<file path="src/lpg_pkg.sv">
// -----------------------------------------------------------------------------
// lpg_pkg
// Shared widths, register indexes and the line command type.
// -----------------------------------------------------------------------------
package lpg_pkg;

  localparam int CoordW = 6;
  localparam int ErrW   = CoordW + 2;
  localparam int AddrW  = 32;
  localparam int ColorW = 32;
  localparam int PitchW = 16;
  localparam int CfgIdxW  = 1;
  localparam int CfgDataW = 32;

  localparam logic [CfgIdxW-1:0] RegFrameBase = 1'b0;
  localparam logic [CfgIdxW-1:0] RegLinePitch = 1'b1;

  localparam logic [AddrW-1:0]  FrameBaseRst = 32'd0;
  localparam logic [PitchW-1:0] LinePitchRst = 16'd256;

  typedef logic [CoordW-1:0] coord_t;

  typedef struct packed {
    coord_t                  start_x;
    coord_t                  start_y;
    coord_t                  end_x;
    coord_t                  end_y;
    coord_t                  span_x;
    coord_t                  span_y;
    logic                    step_x_neg;
    logic                    step_y_neg;
    logic signed [ErrW-1:0]  err_init;
    logic [ColorW-1:0]       color;
  } line_cmd_t;

  typedef struct packed {
    logic      valid;
    line_cmd_t cmd;
  } cmd_push_t;

endpackage

</file>
<file path="src/lpg_cmd_if.sv">
// -----------------------------------------------------------------------------
// lpg_cmd_if
// Line command channel: two endpoints and a color.
// -----------------------------------------------------------------------------
interface lpg_cmd_if;
  logic                        valid;
  logic                        ready;
  logic [lpg_pkg::CoordW-1:0]  start_x;
  logic [lpg_pkg::CoordW-1:0]  start_y;
  logic [lpg_pkg::CoordW-1:0]  end_x;
  logic [lpg_pkg::CoordW-1:0]  end_y;
  logic [lpg_pkg::ColorW-1:0]  color;

  modport source (output valid, start_x, start_y, end_x, end_y, color, input ready);
  modport sink   (input valid, start_x, start_y, end_x, end_y, color, output ready);
endinterface

</file>
<file path="src/lpg_pix_if.sv">
// -----------------------------------------------------------------------------
// lpg_pix_if
// Pixel channel: coordinates, byte address, color and last flag.
// -----------------------------------------------------------------------------
interface lpg_pix_if;
  logic                        valid;
  logic                        ready;
  logic [lpg_pkg::CoordW-1:0]  pixel_x;
  logic [lpg_pkg::CoordW-1:0]  pixel_y;
  logic [lpg_pkg::AddrW-1:0]   pixel_address;
  logic [lpg_pkg::ColorW-1:0]  pixel_color;
  logic                        last_pixel;

  modport source (output valid, pixel_x, pixel_y, pixel_address, pixel_color, last_pixel,
                  input ready);
  modport sink   (input valid, pixel_x, pixel_y, pixel_address, pixel_color, last_pixel,
                  output ready);
endinterface

</file>
<file path="src/line_pixel_generator_top.sv">
// -----------------------------------------------------------------------------
// line_pixel_generator_top
// Bresenham line rasterizer with frame-buffer address generation.
// -----------------------------------------------------------------------------
// cmd_i takes one line command (two endpoints, color); pix_o returns one item
// per pixel, start to end, with last_pixel set on the final one. A line gives
// max(|dx|,|dy|)+1 items, at most 64.
// A command passes through the queue and is loaded into the stepper, whose
// pixels are registered into pix_o: one pixel per cycle while pix_o is ready.
// Each command takes a load step in the stepper before its first pixel.
// A two-entry command queue lets cmd_i keep accepting while a line is drawn.
// When pix_o stalls the stepper holds; once the queue fills, cmd_i drops ready.
// Address = frame_base + y*line_pitch + x*4, modulo 2^32 (one 6x16 multiply).
// cfg_we_i writes frame_base (index 0) or line_pitch (index 1); write only
// while idle. Reset clears the queue and output; frame_base resets to 0 and
// line_pitch to 256.
// -----------------------------------------------------------------------------
module line_pixel_generator_top #(
  parameter int COORD_BITS = 6
) (
  input  logic                            clk_i,
  input  logic                            rst_ni,
  input  logic                            cfg_we_i,
  input  logic [lpg_pkg::CfgIdxW-1:0]     cfg_idx_i,
  input  logic [lpg_pkg::CfgDataW-1:0]    cfg_data_i,
  lpg_cmd_if.sink                         cmd_i,
  lpg_pix_if.source                       pix_o
);

  logic [lpg_pkg::AddrW-1:0]  frame_base_q;
  logic [lpg_pkg::PitchW-1:0] line_pitch_q;
  lpg_pkg::cmd_push_t         push;
  lpg_pkg::line_cmd_t         head;
  logic                       full, empty, pop;

  always_ff @(posedge clk_i or negedge rst_ni) begin
    if (!rst_ni) begin
      frame_base_q <= lpg_pkg::FrameBaseRst;
      line_pitch_q <= lpg_pkg::LinePitchRst;
    end else if (cfg_we_i) begin
      unique case (cfg_idx_i)
        lpg_pkg::RegFrameBase: frame_base_q <= cfg_data_i;
        lpg_pkg::RegLinePitch: line_pitch_q <= cfg_data_i[lpg_pkg::PitchW-1:0];
        default: ;
      endcase
    end
  end

  lpg_front #(.COORD_BITS(COORD_BITS)) u_front (
    .cmd_i  (cmd_i),
    .full_i (full),
    .push_o (push)
  );

  lpg_cmd_fifo u_fifo (
    .clk_i   (clk_i),
    .rst_ni  (rst_ni),
    .push_i  (push),
    .full_o  (full),
    .pop_i   (pop),
    .empty_o (empty),
    .cmd_o   (head)
  );

  lpg_back u_back (
    .clk_i        (clk_i),
    .rst_ni       (rst_ni),
    .empty_i      (empty),
    .cmd_i        (head),
    .pop_o        (pop),
    .frame_base_i (frame_base_q),
    .line_pitch_i (line_pitch_q),
    .pix_o        (pix_o)
  );

endmodule

</file>
<file path="src/lpg_front.sv">
// -----------------------------------------------------------------------------
// lpg_front
// Accept line commands, derive spans, directions and the initial error.
// -----------------------------------------------------------------------------
module lpg_front #(
  parameter int COORD_BITS = 6
) (
  lpg_cmd_if.sink              cmd_i,
  input  logic                 full_i,
  output lpg_pkg::cmd_push_t   push_o
);

  localparam logic [lpg_pkg::CoordW-1:0] CoordMask =
    lpg_pkg::CoordW'((1 << COORD_BITS) - 1);

  lpg_pkg::coord_t sx, sy, ex, ey, dx, dy;

  always_comb begin
    sx = cmd_i.start_x & CoordMask;
    sy = cmd_i.start_y & CoordMask;
    ex = cmd_i.end_x & CoordMask;
    ey = cmd_i.end_y & CoordMask;
    dx = (ex > sx) ? ex - sx : sx - ex;
    dy = (ey > sy) ? ey - sy : sy - ey;

    push_o.valid          = cmd_i.valid && !full_i;
    push_o.cmd.start_x    = sx;
    push_o.cmd.start_y    = sy;
    push_o.cmd.end_x      = ex;
    push_o.cmd.end_y      = ey;
    push_o.cmd.span_x     = dx;
    push_o.cmd.span_y     = dy;
    push_o.cmd.step_x_neg = !(sx < ex);
    push_o.cmd.step_y_neg = !(sy < ey);
    push_o.cmd.err_init   = (dx > dy) ?  $signed({3'b000, dx[lpg_pkg::CoordW-1:1]})
                                      : -$signed({3'b000, dy[lpg_pkg::CoordW-1:1]});
    push_o.cmd.color      = cmd_i.color;
  end

  assign cmd_i.ready = !full_i;

endmodule

</file>
<file path="src/lpg_cmd_fifo.sv">
// -----------------------------------------------------------------------------
// lpg_cmd_fifo
// Two-entry queue of decoded line commands between front and back.
// -----------------------------------------------------------------------------
module lpg_cmd_fifo (
  input  logic                clk_i,
  input  logic                rst_ni,
  input  lpg_pkg::cmd_push_t  push_i,
  output logic                full_o,
  input  logic                pop_i,
  output logic                empty_o,
  output lpg_pkg::line_cmd_t  cmd_o
);

  lpg_pkg::line_cmd_t entry_q [2];
  logic       wr_ptr_q, wr_ptr_d;
  logic       rd_ptr_q, rd_ptr_d;
  logic [1:0] count_q, count_d;
  logic       do_pop;

  assign full_o  = count_q == 2'd2;
  assign empty_o = count_q == 2'd0;
  assign cmd_o   = entry_q[rd_ptr_q];
  assign do_pop  = pop_i && !empty_o;

  always_comb begin
    wr_ptr_d = wr_ptr_q ^ push_i.valid;
    rd_ptr_d = rd_ptr_q ^ do_pop;
    count_d  = count_q + 2'(push_i.valid) - 2'(do_pop);
  end

  always_ff @(posedge clk_i or negedge rst_ni) begin
    if (!rst_ni) begin
      wr_ptr_q <= 1'b0;
      rd_ptr_q <= 1'b0;
      count_q  <= 2'd0;
    end else begin
      wr_ptr_q <= wr_ptr_d;
      rd_ptr_q <= rd_ptr_d;
      count_q  <= count_d;
    end
  end

  always_ff @(posedge clk_i) begin
    if (push_i.valid) begin
      entry_q[wr_ptr_q] <= push_i.cmd;
    end
  end

endmodule

</file>
<file path="src/lpg_back.sv">
// -----------------------------------------------------------------------------
// lpg_back
// Step one line command pixel by pixel into a registered pixel output.
// -----------------------------------------------------------------------------
module lpg_back (
  input  logic                         clk_i,
  input  logic                         rst_ni,
  input  logic                         empty_i,
  input  lpg_pkg::line_cmd_t           cmd_i,
  output logic                         pop_o,
  input  logic [lpg_pkg::AddrW-1:0]    frame_base_i,
  input  logic [lpg_pkg::PitchW-1:0]   line_pitch_i,
  lpg_pix_if.source                    pix_o
);

  localparam int ProdW = lpg_pkg::CoordW + lpg_pkg::PitchW;

  logic                            busy_q, busy_d;
  lpg_pkg::coord_t                 x_q, x_d, y_q, y_d;
  lpg_pkg::coord_t                 ex_q, ey_q, dx_q, dy_q;
  logic                            sxn_q, syn_q;
  logic signed [lpg_pkg::ErrW-1:0] err_q, err_d;
  logic [lpg_pkg::ColorW-1:0]      color_q;

  logic                            ovalid_q, ovalid_d;
  lpg_pkg::coord_t                 ox_q, oy_q;
  logic [lpg_pkg::AddrW-1:0]       oaddr_q;
  logic [lpg_pkg::ColorW-1:0]      ocolor_q;
  logic                            olast_q;

  logic                            adv, last, x_step, y_step;
  logic signed [lpg_pkg::ErrW-1:0] sdx, sdy;
  logic [ProdW-1:0]                row_off;
  logic [lpg_pkg::AddrW-1:0]       addr;

  always_comb begin
    sdx     = $signed({2'b00, dx_q});
    sdy     = $signed({2'b00, dy_q});
    last    = (x_q == ex_q) && (y_q == ey_q);
    adv     = busy_q && (!ovalid_q || pix_o.ready);
    pop_o   = !busy_q && !empty_i;
    x_step  = err_q > -sdx;
    y_step  = err_q < sdy;
    row_off = ProdW'(y_q) * ProdW'(line_pitch_i);
    addr    = frame_base_i + lpg_pkg::AddrW'(row_off)
            + lpg_pkg::AddrW'({x_q, 2'b00});

    busy_d   = busy_q;
    x_d      = x_q;
    y_d      = y_q;
    err_d    = err_q;
    ovalid_d = ovalid_q && !pix_o.ready;
    if (pop_o) begin
      busy_d = 1'b1;
      x_d    = cmd_i.start_x;
      y_d    = cmd_i.start_y;
      err_d  = cmd_i.err_init;
    end else if (adv) begin
      ovalid_d = 1'b1;
      busy_d   = !last;
      err_d    = err_q - (x_step ? sdy : '0) + (y_step ? sdx : '0);
      if (x_step) begin
        x_d = sxn_q ? x_q - 1'b1 : x_q + 1'b1;
      end
      if (y_step) begin
        y_d = syn_q ? y_q - 1'b1 : y_q + 1'b1;
      end
    end
  end

  always_ff @(posedge clk_i or negedge rst_ni) begin
    if (!rst_ni) begin
      busy_q   <= 1'b0;
      ovalid_q <= 1'b0;
    end else begin
      busy_q   <= busy_d;
      ovalid_q <= ovalid_d;
    end
  end

  always_ff @(posedge clk_i) begin
    x_q   <= x_d;
    y_q   <= y_d;
    err_q <= err_d;
    if (pop_o) begin
      ex_q    <= cmd_i.end_x;
      ey_q    <= cmd_i.end_y;
      dx_q    <= cmd_i.span_x;
      dy_q    <= cmd_i.span_y;
      sxn_q   <= cmd_i.step_x_neg;
      syn_q   <= cmd_i.step_y_neg;
      color_q <= cmd_i.color;
    end
    if (adv) begin
      ox_q     <= x_q;
      oy_q     <= y_q;
      oaddr_q  <= addr;
      ocolor_q <= color_q;
      olast_q  <= last;
    end
  end

  assign pix_o.valid         = ovalid_q;
  assign pix_o.pixel_x       = ox_q;
  assign pix_o.pixel_y       = oy_q;
  assign pix_o.pixel_address = oaddr_q;
  assign pix_o.pixel_color   = ocolor_q;
  assign pix_o.last_pixel    = olast_q;

  a_pop_when_idle: assert property (@(posedge clk_i) disable iff (!rst_ni)
    pop_o |-> !busy_q)
    else $error("command popped while a line is in progress");

  a_last_ends_line: assert property (@(posedge clk_i) disable iff (!rst_ni)
    (adv && last) |=> (!busy_q && pix_o.valid && pix_o.last_pixel))
    else $error("line did not end on its last pixel");

  a_hold_on_stall: assert property (@(posedge clk_i) disable iff (!rst_ni)
    (busy_q && !adv) |=> ($stable(x_q) && $stable(y_q) && $stable(err_q)))
    else $error("stepper advanced while stalled");

endmodule
</file>
<file path="src/flat_wrapper.sv">
// flat-port wrapper written by rule: the top's interface ports become plain ports
module line_pixel_generator_top_flat 
#(
  parameter int COORD_BITS = 6
)
  (clk_i, rst_ni, cfg_we_i, cfg_idx_i, cfg_data_i, cmd_i_valid, cmd_i_start_x, cmd_i_start_y, cmd_i_end_x, cmd_i_end_y, cmd_i_color, cmd_i_ready, pix_o_valid, pix_o_pixel_x, pix_o_pixel_y, pix_o_pixel_address, pix_o_pixel_color, pix_o_last_pixel, pix_o_ready);
  lpg_cmd_if cmd_i_i ();
  lpg_pix_if pix_o_i ();
  input  logic clk_i;
  input  logic rst_ni;
  input  logic cfg_we_i;
  input  logic [lpg_pkg::CfgIdxW-1:0] cfg_idx_i;
  input  logic [lpg_pkg::CfgDataW-1:0] cfg_data_i;
  input wire logic [$bits(cmd_i_i.valid)-1:0] cmd_i_valid;
  input wire logic [$bits(cmd_i_i.start_x)-1:0] cmd_i_start_x;
  input wire logic [$bits(cmd_i_i.start_y)-1:0] cmd_i_start_y;
  input wire logic [$bits(cmd_i_i.end_x)-1:0] cmd_i_end_x;
  input wire logic [$bits(cmd_i_i.end_y)-1:0] cmd_i_end_y;
  input wire logic [$bits(cmd_i_i.color)-1:0] cmd_i_color;
  output wire logic [$bits(cmd_i_i.ready)-1:0] cmd_i_ready;
  output wire logic [$bits(pix_o_i.valid)-1:0] pix_o_valid;
  output wire logic [$bits(pix_o_i.pixel_x)-1:0] pix_o_pixel_x;
  output wire logic [$bits(pix_o_i.pixel_y)-1:0] pix_o_pixel_y;
  output wire logic [$bits(pix_o_i.pixel_address)-1:0] pix_o_pixel_address;
  output wire logic [$bits(pix_o_i.pixel_color)-1:0] pix_o_pixel_color;
  output wire logic [$bits(pix_o_i.last_pixel)-1:0] pix_o_last_pixel;
  input wire logic [$bits(pix_o_i.ready)-1:0] pix_o_ready;
  assign cmd_i_i.valid = cmd_i_valid;
  assign cmd_i_i.start_x = cmd_i_start_x;
  assign cmd_i_i.start_y = cmd_i_start_y;
  assign cmd_i_i.end_x = cmd_i_end_x;
  assign cmd_i_i.end_y = cmd_i_end_y;
  assign cmd_i_i.color = cmd_i_color;
  assign cmd_i_ready = cmd_i_i.ready;
  assign pix_o_valid = pix_o_i.valid;
  assign pix_o_pixel_x = pix_o_i.pixel_x;
  assign pix_o_pixel_y = pix_o_i.pixel_y;
  assign pix_o_pixel_address = pix_o_i.pixel_address;
  assign pix_o_pixel_color = pix_o_i.pixel_color;
  assign pix_o_last_pixel = pix_o_i.last_pixel;
  assign pix_o_i.ready = pix_o_ready;
  line_pixel_generator_top #(.COORD_BITS(COORD_BITS)) u_core (.clk_i(clk_i), .rst_ni(rst_ni), .cfg_we_i(cfg_we_i), .cfg_idx_i(cfg_idx_i), .cfg_data_i(cfg_data_i), .cmd_i(cmd_i_i), .pix_o(pix_o_i));
endmodule
</file>
<file path="config.mk">
export PLATFORM = sky130hd
export DESIGN_NAME = line_pixel_generator_top_flat
export DESIGN_NICKNAME = d
export VERILOG_FILES = /design/src/lpg_pkg.sv /design/src/lpg_cmd_if.sv /design/src/lpg_pix_if.sv /design/src/line_pixel_generator_top.sv /design/src/lpg_front.sv /design/src/lpg_cmd_fifo.sv /design/src/lpg_back.sv /design/src/flat_wrapper.sv
export SDC_FILE = /design/constraint.sdc
export NUM_CORES = 1
export LEC_CHECK = 0
export BUFFER_PORTS_ARGS = -buffer_cell sky130_fd_sc_hd__buf_4
export CORE_MARGIN = 4
export CORE_UTILIZATION = 45
export DETAILED_ROUTE_END_ITERATION = 10
export GPL_TIMING_DRIVEN = 0
export PLACE_DENSITY = 0.6
export SLEW_MARGIN = 30
export SYNTH_ARGS = -nofsm -noshare
export SYNTH_HDL_FRONTEND = slang
export SYNTH_SLANG_ARGS = --single-unit
</file>
<file path="constraint.sdc">
create_clock -name clk_i -period 7 [get_ports clk_i]
set_input_delay 0.35 -clock clk_i [delete_from_list [all_inputs] [get_ports clk_i]]
set_output_delay 0.35 -clock clk_i [all_outputs]
set_load 0.01 [all_outputs]
</file>
# Yosys cells after proc, flatten, opt, wreduce, memory -nomap -nowiden
# Memory sizes are Yosys's and may differ from the RTL's.
# Cells that the tools add are included.
# Widths: inputs -> output; s select.
dict set report totals {
  out_inout_bits 79
  register_bits 209
  mem_count 1
  in_bits 94
  mem_bits_rw 156
}
# name words word_bits read_ports rd_clocked_by_memory_dff write_ports line_no
set mem_list {}
lappend mem_list {u_core.u_fifo.entry_q 2 78 1 0 1 lpg_cmd_fifo.sv:15} ;# lpg_pkg::line_cmd_t entry_q [2];
dict set report op_classes {
  order_cmp 7
  n_eq_ne 3
  n_mul 1
  add_sub_neg 16
  n_reduce_logical 23
  muxes 21
  n_bitwise 3
}
# cell count
set ops {}
lappend ops {{$mux 6} 12}
lappend ops {{$add 32x22->32} 1}
lappend ops {{$add 32x8->32} 1}
lappend ops {{$mux 8} 3}
lappend ops {{$sub 6x6->6} 4}
lappend ops {{$mul 6x16->22} 1}
lappend ops {{$gt 6x6->1} 3}
lappend ops {{$add 6x1->6 const B} 2}
lappend ops {{$eq 6x6->1} 2}
lappend ops {{$lt 6x6->1} 2}
lappend ops {{$sub 6x1->6 const B} 2}
lappend ops {{$add 8x6->8} 1}
lappend ops {{$gt 8x8->1} 1}
lappend ops {{$logic_not 1->1} 8}
lappend ops {{$lt 8x7->1} 1}
lappend ops {{$neg 5->8} 1}
lappend ops {{$neg 6->8} 1}
lappend ops {{$reduce_and 2->1} 4}
lappend ops {{$sub 8x6->8} 1}
lappend ops {{$logic_and 1x1->1} 6}
lappend ops {{$mux 1} 6}
lappend ops {{$reduce_bool 2->1} 3}
lappend ops {{$add 2x1->2} 1}
lappend ops {{$eq 2x2->1 const B} 1}
lappend ops {{other kinds (5)} 6}

# Depth between registers and ports, before layout
# Gate-level depths: netlist of run 1.
dict set report logic_depth {
  ltp_word 7
  depth_mapped 23
  depth_no_buf 23
}

# Hierarchy
# From an unflattened synthesis of run 1, not the netlist that was laid out.
dict set report hier_totals {
  cells_unflattened 1495
  hier_area_um2 20194.4
}
# module seq_area_each_um2 area_each_um2 instances cells_per_inst
set by_module_without_submodules {}
lappend by_module_without_submodules {lpg_back 4704.5 10627.7 1 903}
lappend by_module_without_submodules {lpg_cmd_fifo 4784.6 5873.1 1 261}
lappend by_module_without_submodules {line_pixel_generator_top 1202.4 1941.9 1 103}
lappend by_module_without_submodules {lpg_front 0.0 1751.7 1 228}

# Worst setup path before layout of run 1
# OpenSTA, ideal clock, no wires.
dict set report synth_path {
  path_type {reg-to-reg}
  start {reg u_core.u_back.y_q[2]}
  end {reg u_core.u_back.oaddr_q (netlist bit u_core.u_back.pix_o.pixel_address[24]) (data pin)}
  t_required_ps 6739
  path_stages_with_launch 18
  synth_period_minus_slack_ps 4951
  arrival_ps 4690
  path_buffers 2
  slack_ps 2049
  path_cell_list {edfxtp_1 clkbuf_1 clkbuf_1 nand2_1 fa_1 inv_1 fa_1 fa_1 inv_1 fa_1 inv_1 ha_1 a21o_1 a31oi_1 a21oi_1 a31oi_1 o21ai_0 a311o_1}
}
dict set report synth_via {
  elab_chain_cells 3
}
# element line_no
set synth_rtl {}
lappend synth_rtl {{from (decl)} lpg_back.sv:19} ;# lpg_pkg::coord_t x_q, x_d, y_q, y_d;
lappend synth_rtl {{from (signal assigned)} lpg_back.sv:83} ;# y_q <= y_d;
lappend synth_rtl {{$mul 6x16->22} lpg_back.sv:44} ;# row_off = ProdW'(y_q) * ProdW'(line_pitch_i);
lappend synth_rtl {{$add 32x22->32} lpg_back.sv:45} ;# addr = frame_base_i + lpg_pkg::AddrW'(row_off)
lappend synth_rtl {{$add 32x8->32} lpg_back.sv:46} ;# + lpg_pkg::AddrW'({x_q, 2'b00});
lappend synth_rtl {{via u_core.u_back.addr (one bit)} lpg_back.sv:34} ;# logic [lpg_pkg::AddrW-1:0] addr;
lappend synth_rtl {{to (signal assigned)} lpg_back.sv:97} ;# oaddr_q <= addr;
lappend synth_rtl {{to (decl)} lpg_back.sv:27} ;# logic [lpg_pkg::AddrW-1:0] oaddr_q;
# The timed path passes the listed nets, and every way through them passes these cells.
# A chain may end at the register's enable or synchronous reset.

# Final worst setup path of run 1
dict set report layout_path {
  start {reg u_core.u_back.y_q[0]}
  end {reg u_core.u_back.oaddr_q (netlist bit u_core.u_back.pix_o.pixel_address[27]) (data pin)}
}
# Same word-level chain as after synthesis.

==> impl_metrics.py, run 1 <==
metrics = {
    "hold_path": {
        "worstHoldStart": "cfg_data_i[7]",
        "holdCritPathClass": "primary input to flop",
    },
    "die": {
        "io_pins": 173,
        "die_area_um2": 47000,
        "die_x_um": 217,
        "core_um2": 43100,
        "die_h_um": 217,
        "initial_core_util": 0.456,
        "num_rows": 76,
    },
    "synth": {
        "synth_most_common_cell": "edfxtp_1",
        "synth-edff-count": 311,
        "syn-num-nets": 1803,
        "synth_common_cells": "edfxtp_1 (311), inv_1 (222), ha_1 (118)",
        "synth_seq_area_share": 0.544,
        "netlist.area_leader.share": 0.476,
        "synth_warnings": 0,
        "syn_inst": 1498,
        "async_flop_share": 0.148,
        "ys.flop_type": "edfxtp_1",
        "syn_area_um2": 19600,
        "synth_area_per_cell_um2": 13.1,
        "synth-seq-cells": 365,
        "yosys.cell_types.count": 61,
        "ys_top_cells_by_area": "edfxtp_1 (48%), fa_1 (9.5%), ha_1 (7.5%)",
        "yosys.area.top_type": "edfxtp_1",
    },
    "sta": {
        "slew_headroom": 0.395,
        "fin_crit_sh": 0.886,
        "clock.fmax_mhz": 161,
        "tns_ps": 0,
        "setup_violations": 0,
        "rsz0062_at_grt": "no",
        "worstMarginPinSlew_ps": 900,
        "fin_crit_ps": 6200,
        "maxSlewViolCount": 0,
        "hold_viol_final": 0,
        "finClkSkew_ps": 19.4,
    },
    "global_routing": {
        "grt_pass1_wl_um": 67900,
        "grt_max_degree": 55,
        "antenna_found_initial": 0,
        "grt-ovfl-total": 0,
        "grt_pass1_vias": 12769,
        "track_usage": 0.182,
    },
    "setup_path": {
        "path_common_cell": "fa_1",
        "cp-start-kind": "flop",
        "worstSetupPathType": "flop to flop",
        "cp-startpoint": "u_core.u_back.y_q[0]",
        "crit_chain": "clkbuf_1, buf_1, nand2_1, fa_1, inv_1, fa_1, fa_1, inv_1, fa_1, inv_1, ha_1, and3_1, nand2_1, o31ai_1, o2111ai_1, a21boi_0, xor2_1",
        "required_ps": 7310,
        "cp_max_fo": 10,
        "cp.arrival_ps": 6510,
        "r2r-end": "u_core.u_back.pix_o.pixel_address[27]",
        "cp_slowest_cell": "o31ai_1",
        "reg2reg_depth": 17,
        "reg2reg_slack_ps": 800,
        "max_stage_delay_ps": 760,
        "crit_end": "u_core.u_back.pix_o.pixel_address[27]",
        "rr_startpoint": "u_core.u_back.y_q[0]",
        "end_kind": "flop",
    },
    "clock_tree": {
        "root_buffer": "clkbuf_16",
        "clock-sinks": 365,
        "cts_tree": "built",
        "cts_buffers": 41,
        "htreeDepth": 2,
        "cts_resized": 0,
        "cts_buffer_depth": 3,
        "clock_latency_ps": 570,
        "clk_pin_slew_ps": 60,
    },
    "placed_design": {
        "gp_congestion": 0.857,
        "port_buffers": 172,
        "hpwl_um": 31100,
    },
    "route": {
        "wl_met3_um": 1460,
        "routed_wl_um": 42300,
        "ant_nets": 0,
        "vias_per_cell": 4.98,
        "wl_per_cell_um": 17.5,
        "drt-initial-drc-count": 546,
        "via_count": 12030,
        "wl_met2_um": 21500,
        "top_layer": "met4",
        "drc_errors": 0,
        "first_pass_iters": 5,
        "wl_met1_um": 18000,
    },
    "cells_and_area": {
        "n_antenna_cell": 0,
        "syn2layout_area_growth_pct": 22.8,
        "final_layout_size_suffix_gt1_frac": 0.196,
        "fin_nets": 2106,
    },
    "outcome": {
        "status": "finished, final reports clean",
    },
    "flow_run": {
        "maxCapViolCount": 0,
    },
}
==> cell families (layout without fill, tap and decap cells) <==
kind of cell               count (synthesis)  count (layout)  share of synthesized area
DFF                                      365             365                      0.544
muxes                                    121             121                     0.0684
buffers and inverters                    259             594                     0.0505
xor gates and xnor gates                  68              68                     0.0307
and+or+nand+nor                          263             263                     0.0665
AOI/OAI and AO/OA                        211             211                     0.0696
adders and majority gates                211             211                      0.170
==> how the worst min path moves through the flow <==
stage	end	slack (ps)	depth (start not counted)
3_5_place_dp	u_core.u_back.pix_o.pixel_color[14]	410	0
2_1_floorplan	u_core.frame_base_q[0]	50	0
6_report	u_core.frame_base_q[7]	40	3
5_1_grt	u_core.frame_base_q[10]	30	2
3_3_place_gp	u_core.u_back.pix_o.pixel_color[2]	400	0
4_1_cts	u_core.frame_base_q[8]	3	2
==> worst max-delay path, delay by kind of cell (launching register included) <==
family                     cells  cell delay [ps]
adders and majority gates      5             2410
AOI/OAI and AO/OA              3             1410
buffers and inverters          5             1170
and+or+nand+nor                3              450
DFF                            1              410
xor gates and xnor gates       1               90
==> cell type report <==
type	count	area (um2)
buffer	37	161
clock buffer	50	1090
clock inverter	25	370
fill	3571	19000
inverter	222	838
multi-input combinational	874	7990
sequential	365	10700
tap	585	732
timing repair buffer	260	2240
==> per-stage QoR <==
step	cells	setup WS (ps)	util	cell area, um2	hold slack (ps)
floorplan	1498	2050	-	19600	54.4
global placement	2255	907	0.503	21700	403
detailed placement	2261	812	0.507	21800	406
CTS	2418	807	0.560	24100	2.63
global route	2418	477	0.560	24100	27.8
finish	2418	801	0.560	24100	36.0
==> state kept, by name, indices dropped and copies added (netlist names), 8 cells and up <==
register                           cells
u_core.u_fifo.entry_q                156
u_core.frame_base_q                   32
u_core.u_back.color_q                 32
u_core.u_back.pix_o.pixel_address     32
u_core.u_back.pix_o.pixel_color       32
u_core.line_pitch_q                   16
u_core.u_back.err_q                    8
==> timing repair <==
action / CTS / global route
buffers inserted: 0 / 0
hold endpoints to repair: 199 / 0
hold buffers: 82 / 0
==> routing by layer <==
metal	up-vias	GRT usage
met5	-	0
met4	0	0.0676
met3	81	0.0251
met2	229	0.324
met1	5906	0.227
li1	5814	-
==> cell usage in the layout, fill, tap and decap left out, drive strengths merged, types with 6 or more instances in the layout <==
| cell | n |
|---|---|
| clkbuf | 78 |
| a31oi | 9 |
| nor3 | 10 |
| xor2 | 21 |
| nand3 | 15 |
| dfrtp | 53 |
| nor2b | 11 |
| ha | 118 |
| a21oi | 66 |
| inv | 226 |
| a21o | 30 |
| mux2 | 102 |
| bufinv | 8 |
| nand2b | 6 |
| nor2 | 35 |
| nand2 | 95 |
| and3 | 7 |
| xnor2 | 47 |
| o21a | 8 |
| dlygate4sd3 | 82 |
| mux2i | 19 |
| edfxtp | 311 |
| o21bai | 16 |
| buf | 187 |
| and2 | 64 |
| nand4 | 9 |
| a211oi | 8 |
| fa | 93 |
| o21ai | 34 |
| clkinv | 13 |
Power of run 1 is not shown: default switching activity piles up to over one toggle a cycle in this logic, so the estimate is an artifact.
==> run 2: changes to the inputs <==
Settings changed: ABC_AREA set to 1.
==> run 2 against run 1 <==
Effect of this change:
- clock skew decreased by 2.2 ps
- design area increased by 0.71%
- first-iteration DRC count increased by 40%
- register-to-register slack improved by 450 ps
- global-route usage increased by 1.2 points
- worst setup slack improved by 450 ps
- final cell count increased by 18%
- die area increased by 2.0%
- area after synthesis increased by 2.1%
- routed wire length increased by 7.6%
- critical endpoint is now u_core.u_back.pix_o.pixel_address[31]
- largest cell class unchanged
==> impl_metrics.py, run 2 <==
metrics = {
    "setup_path": {
        "required_ps": 7320,
        "worstSetupPathType": "flop to flop",
        "end_kind": "flop",
        "cp.arrival_ps": 6070,
        "cp_max_fo": 10,
        "reg2reg_depth": 18,
        "cp-start-kind": "flop",
    },
    "die": {
        "core_um2": 44100,
        "die_h_um": 219,
        "io_pins": 173,
        "num_rows": 77,
        "die_area_um2": 48000,
        "die_x_um": 219,
        "initial_core_util": 0.454,
    },
    "sta": {
        "maxSlewViolCount": 0,
        "hold_viol_final": 0,
        "setup_violations": 0,
        "finClkSkew_ps": 17.2,
        "worstMarginPinSlew_ps": 768,
        "slew_headroom": 0.488,
        "fin_crit_ps": 5750,
        "setup_ws_ps": 1250,
        "rsz0062_at_grt": "no",
        "fin_crit_sh": 0.822,
        "clock.fmax_mhz": 174,
        "tns_ps": 0,
    },
    "cells_and_area": {
        "largest_reg_flops": 156,
        "syn2layout_area_growth_pct": 21.1,
        "utilization": 0.550,
        "final_common_cell": "nand2_1",
        "final_cell_mix": "nand2_1 (545), inv_1 (341), edfxtp_1 (311), buf_4 (172), ha_1 (116)",
        "fin_cells": 2847,
        "regMostFlops": "u_core.u_fifo.entry_q",
        "fin_nets": 2526,
        "design_area_um2": 24300,
        "final_layout_size_suffix_gt1_frac": 0.129,
    },
    "clock_tree": {
        "cts_buffers": 41,
        "post-cts-setup-buffer-count": 0,
        "cts_buffer_depth": 3,
        "cts_tree": "built",
        "clk_pin_slew_ps": 60,
        "clock-sinks": 365,
        "root_buffer": "clkbuf_16",
        "htreeDepth": 2,
        "clock_latency_ps": 580,
    },
    "synth": {
        "ys.flop_type": "edfxtp_1",
        "syn-num-nets": 2238,
        "synth_most_common_cell": "nand2_1",
        "synth_common_cells": "nand2_1 (545), inv_1 (342), edfxtp_1 (311)",
        "async_flop_share": 0.148,
        "synth_area_per_cell_um2": 10.4,
        "yosys.cell_types.count": 44,
        "syn_area_um2": 20000,
        "yosys.area.top_type": "edfxtp_1",
        "synth-seq-cells": 365,
        "synth_seq_area_share": 0.533,
        "syn_inst": 1933,
        "synth-edff-count": 311,
        "ys_top_cells_by_area": "edfxtp_1 (47%), nand2_1 (10%), fa_1 (9.3%)",
        "synth_warnings": 0,
        "netlist.area_leader.share": 0.466,
    },
    "placed_design": {
        "placedCellCount": 2704,
        "post-place-ws_ps": 1310,
        "hpwl_um": 34400,
        "gp_congestion": 0.877,
        "port_buffers": 172,
        "placed_area_um2": 22300,
    },
    "route": {
        "drt-initial-drc-count": 767,
        "via_count": 13576,
        "ant_nets": 0,
        "first_pass_iters": 7,
        "drc_errors": 0,
        "routed_wl_um": 45500,
        "vias_per_cell": 4.77,
        "wl_per_cell_um": 16.0,
    },
    "pwr": {
        "cellLeakagePower_uw": 0.0114,
        "ir_drop_mv": 0.309,
        "power_density_nw_per_um2": 495,
    },
    "global_routing": {
        "track_usage": 0.194,
        "grt_pass1_vias": 13996,
        "antenna_found_initial": 2,
        "grt_max_degree": 55,
        "grt-ovfl-total": 0,
        "grt_pass1_wl_um": 73100,
    },
    "flow_run": {
        "maxCapViolCount": 0,
    },
    "hold_path": {
        "min_delay_path_depth": 1,
        "holdCritPathClass": "primary input to flop",
    },
    "outcome": {
        "status": "finished, final reports clean",
    },
}
run 2: what timing repair did:
action / CTS / global route
hold endpoints to repair: 173 / 0
hold buffers: 66 / 0
resized for setup: 0 / 0
run 2: power by group:
part / switching, uW / total (uW) / internal (uW)
combinational: 4070 / 6500 / 2430
sequential: 185 / 3380 / 3200
clock: 892 / 2140 / 1250
total: 5150 / 12000 / 6880
run 2: critical path, cell delays in order (launching register included):
cell and delay [ps]:
edfxtp_1 430, clkbuf_1 580, buf_1 480, nand2_1 150, fa_1 520, inv_1 50, fa_1 460, fa_1 560
inv_1 60, fa_1 530, inv_1 40, ha_1 350, nand2_1 110, nor2_1 380, nand2_1 100, o21ai_1 370
nand3_1 170, nand3_1 100, nand2_1 50
run 2: final cells by class:
cell class,count,area (um2)
Sequential cell,365,10700
Multi-Input combinational cell,1174,7890
Timing Repair Buffer,245,2110
Clock buffer,53,1070
Tap cell,592,741
Buffer,46,183
Antenna cell,1,2.50
Fill cell,3873,19800
Clock inverter,23,283
Inverter,348,1310
run 2: cells by family after synthesis:
logic type	share of synthesized area
muxes	0.00562
AOI/OAI and AO/OA	0.0474
xor gates and xnor gates	0.0267
buffers and inverters	0.0742
DFF	0.533
adders and majority gates	0.167
and+or+nand+nor	0.146
run 2: final timing paths:
check | from | endpoint | slack (ps)
max in group asynchronous | rst_ni | u_core.frame_base_q[20] | 6060
worst max register to register | u_core.u_back.y_q[1] | u_core.u_back.pix_o.pixel_address[31] | 1250
worst max-delay path | u_core.u_back.y_q[1] | u_core.u_back.pix_o.pixel_address[31] | 1250
worst min-delay path | cmd_i_start_y[1] | u_core.u_fifo.entry_q[1][67] | 40
worst min register to register | u_core.u_back.color_q[13] | u_core.u_back.pix_o.pixel_color[13] | 410
min in group asynchronous | rst_ni | u_core.line_pitch_q[2] | 410
run 2: routing by layer:
metal	global-route usage	vias to the layer above	wire, um
li1	-	6771	-
met1	0.242	6453	19100
met2	0.343	258	23000
met3	0.0309	94	1780
met4	0.0683	0	1600
met5	0	-	0
run 2: metrics by stage:
stage,total power (uW),hold WS [ps]
after detailed placement,9930,405
after CTS,12200,6.12
after global routing,13300,12.1
final,12000,38.4
after floorplan,8200,54.4
after global placement,9810,402
No activity file was read; power rests on OpenSTA's default activity.
==> run 3: changes to the inputs <==
Settings changed: ABC_AREA 1 to 0, PLACE_DENSITY 0.6 to 0.62.
Clock period 7 ns to 4.8 ns, I/O delays scaled along.
==> run 3 against run 2 <==
Effect of this change:
- die area fell by 2.0%
- final cell count is 13% lower
- global-route usage shrank 0.70 points
- non-clock buffer count rose by 61
- design area grew 3.6%
- hold slack improved by 140 ps
- critical path depth fell by 1
- sequential share of layout area decreased by 1.5 points
- utilization rose by 3.4 points
- clock-buffer cell count is 6 lower
- register-to-register slack got worse by 1200 ps
- worst setup slack got worse by 1200 ps
- critical path type unchanged
- largest cell class unchanged
- highest routed layer unchanged
==> impl_metrics.py, run 3 (synthesized netlist as in run 1, its figures left out) <==
metrics = {
    "sta": {
        "whs_ps": 181,
        "rsz0062_at_grt": "yes",
        "fin_crit_ps": 4790,
        "setup_violations": 0,
        "worstMarginPinSlew_ps": 771,
        "fin_crit_sh": 0.997,
        "maxSlewViolCount": 0,
        "slew_headroom": 0.486,
        "hold_viol_final": 0,
        "finClkSkew_ps": 19.4,
        "clock.fmax_mhz": 209,
        "setup_ws_ps": 12.4,
    },
    "cells_and_area": {
        "final_layout_size_suffix_gt1_frac": 0.264,
        "design_area_um2": 25200,
        "fin_nets": 2161,
        "multi_input_area_um2": 8490,
        "final_cell_mix": "edfxtp_1 (311), buf_4 (213), inv_1 (210), ha_1 (103), mux2_2 (101)",
        "register_area_um2": 10700,
        "largest_reg_flops": 156,
        "n_antenna_cell": 0,
        "fillers": 3452,
        "regMostFlops": "u_core.u_fifo.entry_q",
        "syn2layout_area_growth_pct": 28.1,
        "utilization": 0.584,
        "final_common_cell": "edfxtp_1",
    },
    "placed_design": {
        "gp_congestion": 0.872,
        "post-place-ws_ps": -1150,
        "placed_area_um2": 21800,
        "port_buffers": 172,
        "hpwl_um": 31100,
    },
    "clock_tree": {
        "clock_latency_ps": 570,
        "cts_buffers": 41,
        "root_buffer": "clkbuf_16",
        "cts_buffer_depth": 3,
        "clk_pin_slew_ps": 60,
        "cts_tree": "built",
        "clock-sinks": 365,
        "htreeDepth": 2,
    },
    "hold_path": {
        "min_delay_path_depth": 3,
        "holdCritPathClass": "primary input to flop",
        "min_to": "u_core.u_fifo.count_q[0]",
        "worstHoldStart": "cmd_i_valid",
    },
    "setup_path": {
        "worstSetupPathType": "flop to flop",
        "reg2reg_depth": 17,
        "cp-start-kind": "flop",
        "r2r-end": "u_core.u_back.pix_o.pixel_address[31]",
        "max_stage_delay_ps": 540,
        "cp_max_fo": 6,
        "end_kind": "flop",
        "required_ps": 5100,
        "crit_chain": "buf_8, and2_4, fa_1, fa_1, fa_1, inv_1, fa_1, inv_2, ha_4, a21oi_4, o21ai_2, a31oi_2, o31ai_4, buf_6, o2111ai_4, a21oi_2, xor2_1",
        "cp_slowest_cell": "fa_1",
        "reg2reg_slack_ps": 10,
        "rr_startpoint": "u_core.u_back.y_q[5]",
        "cp.arrival_ps": 5090,
        "path_common_cell": "fa_1",
    },
    "die": {
        "core_um2": 43100,
        "initial_core_util": 0.456,
        "io_pins": 173,
        "num_rows": 76,
        "die_h_um": 217,
        "die_x_um": 217,
        "die_area_um2": 47000,
    },
    "global_routing": {
        "grt_pass1_wl_um": 69500,
        "met3_usage": 0.0323,
        "grt-ovfl-total": 0,
        "busiest_layer": "met2",
        "met1_usage": 0.233,
        "grt_max_degree": 55,
        "grt_pass1_vias": 13021,
        "use_met2": 0.335,
        "track_usage": 0.187,
        "antenna_found_initial": 0,
    },
    "outcome": {
        "status": "finished, final reports clean",
    },
    "route": {
        "ant_nets": 0,
        "drc_errors": 0,
        "first_pass_iters": 5,
        "drt-initial-drc-count": 648,
        "wl_per_cell_um": 17.7,
        "via_count": 12375,
        "routed_wl_um": 43900,
        "vias_per_cell": 5.00,
    },
    "flow_run": {
        "maxCapViolCount": 0,
    },
}
## run 3: cell types whose count changed in the layout (fill, tap and decap cells not counted), moves of 22 or more
cell	previous run	this run
inv_1	341	210
buf_4	172	213
mux2_2	10	101
clkbuf_1	47	22
xnor2_1	24	46
o21ai_0	59	23
nor2_1	85	33
nand3_1	45	13
and2_1	0	59
a21o_1	8	30
nand2_1	545	92
dlygate4sd3_1	66	90
## run 3: how the worst max path moves through the flow
stage	startpoint	end	slack (ps)	depth (start not counted)
3_5_place_dp	u_core.u_back.y_q[0]	u_core.u_back.pix_o.pixel_address[24]	-1150	17
4_1_cts	u_core.u_back.y_q[4]	u_core.u_back.pix_o.pixel_address[24]	-20	18
6_report	u_core.u_back.y_q[5]	u_core.u_back.pix_o.pixel_address[31]	10	17
2_1_floorplan	u_core.u_back.y_q[5]	u_core.u_back.pix_o.pixel_address[24]	-60	18
3_3_place_gp	u_core.u_back.y_q[0]	u_core.u_back.pix_o.pixel_address[24]	-1170	17
5_1_grt	u_core.u_back.y_q[4]	u_core.u_back.pix_o.pixel_address[24]	-170	17
## run 3: timing repair
action | 4_1_cts | 5_1_grt
cloned | 0 | 0
endpoints found under the hold margin | 214 | 0
endpoints found under the setup margin | 26 | 19
gates resized for setup | 99 | 52
pin swaps | 41 | 52
setup buffers | 31 | 22
hold buffers | 90 | 0
## run 3: stage by stage
stage,std cells,TNS (ps)
after floorplan,1498,-56.4
after global placement,2255,-20690
after detailed placement,2261,-19600
after CTS,2454,-17.1
after global routing,2474,-803
final,2474,0
## run 3: worst max-delay path, delay by kind of cell, from the launching register on
kind,cells,cell delay (ps)
fa+ha+maj,5,2320
compound gates,6,970
flops,1,500
buf+inv,4,440
xor+xnor,1,150
simple gates,1,130
## run 3: area by class of cell
class | count | share of cell area
buffer | 31 | 0.00711
clock buffer | 47 | 0.0417
clock inverter | 29 | 0.0150
inverter | 222 | 0.0333
multi-input combinational | 874 | 0.337
sequential | 365 | 0.425
tap | 585 | 0.0291
timing repair buffer | 321 | 0.111
## run 3: metal layers
layer  up-vias  share of wire  wire length (um)
met4         0          0.029              1270
met2       263           0.51             22300
met5         -              0                 0
li1       5913              -                 -
met1      6116           0.42             18500
met3        83          0.041              1780
Power of run 3 is left out for the same reason.
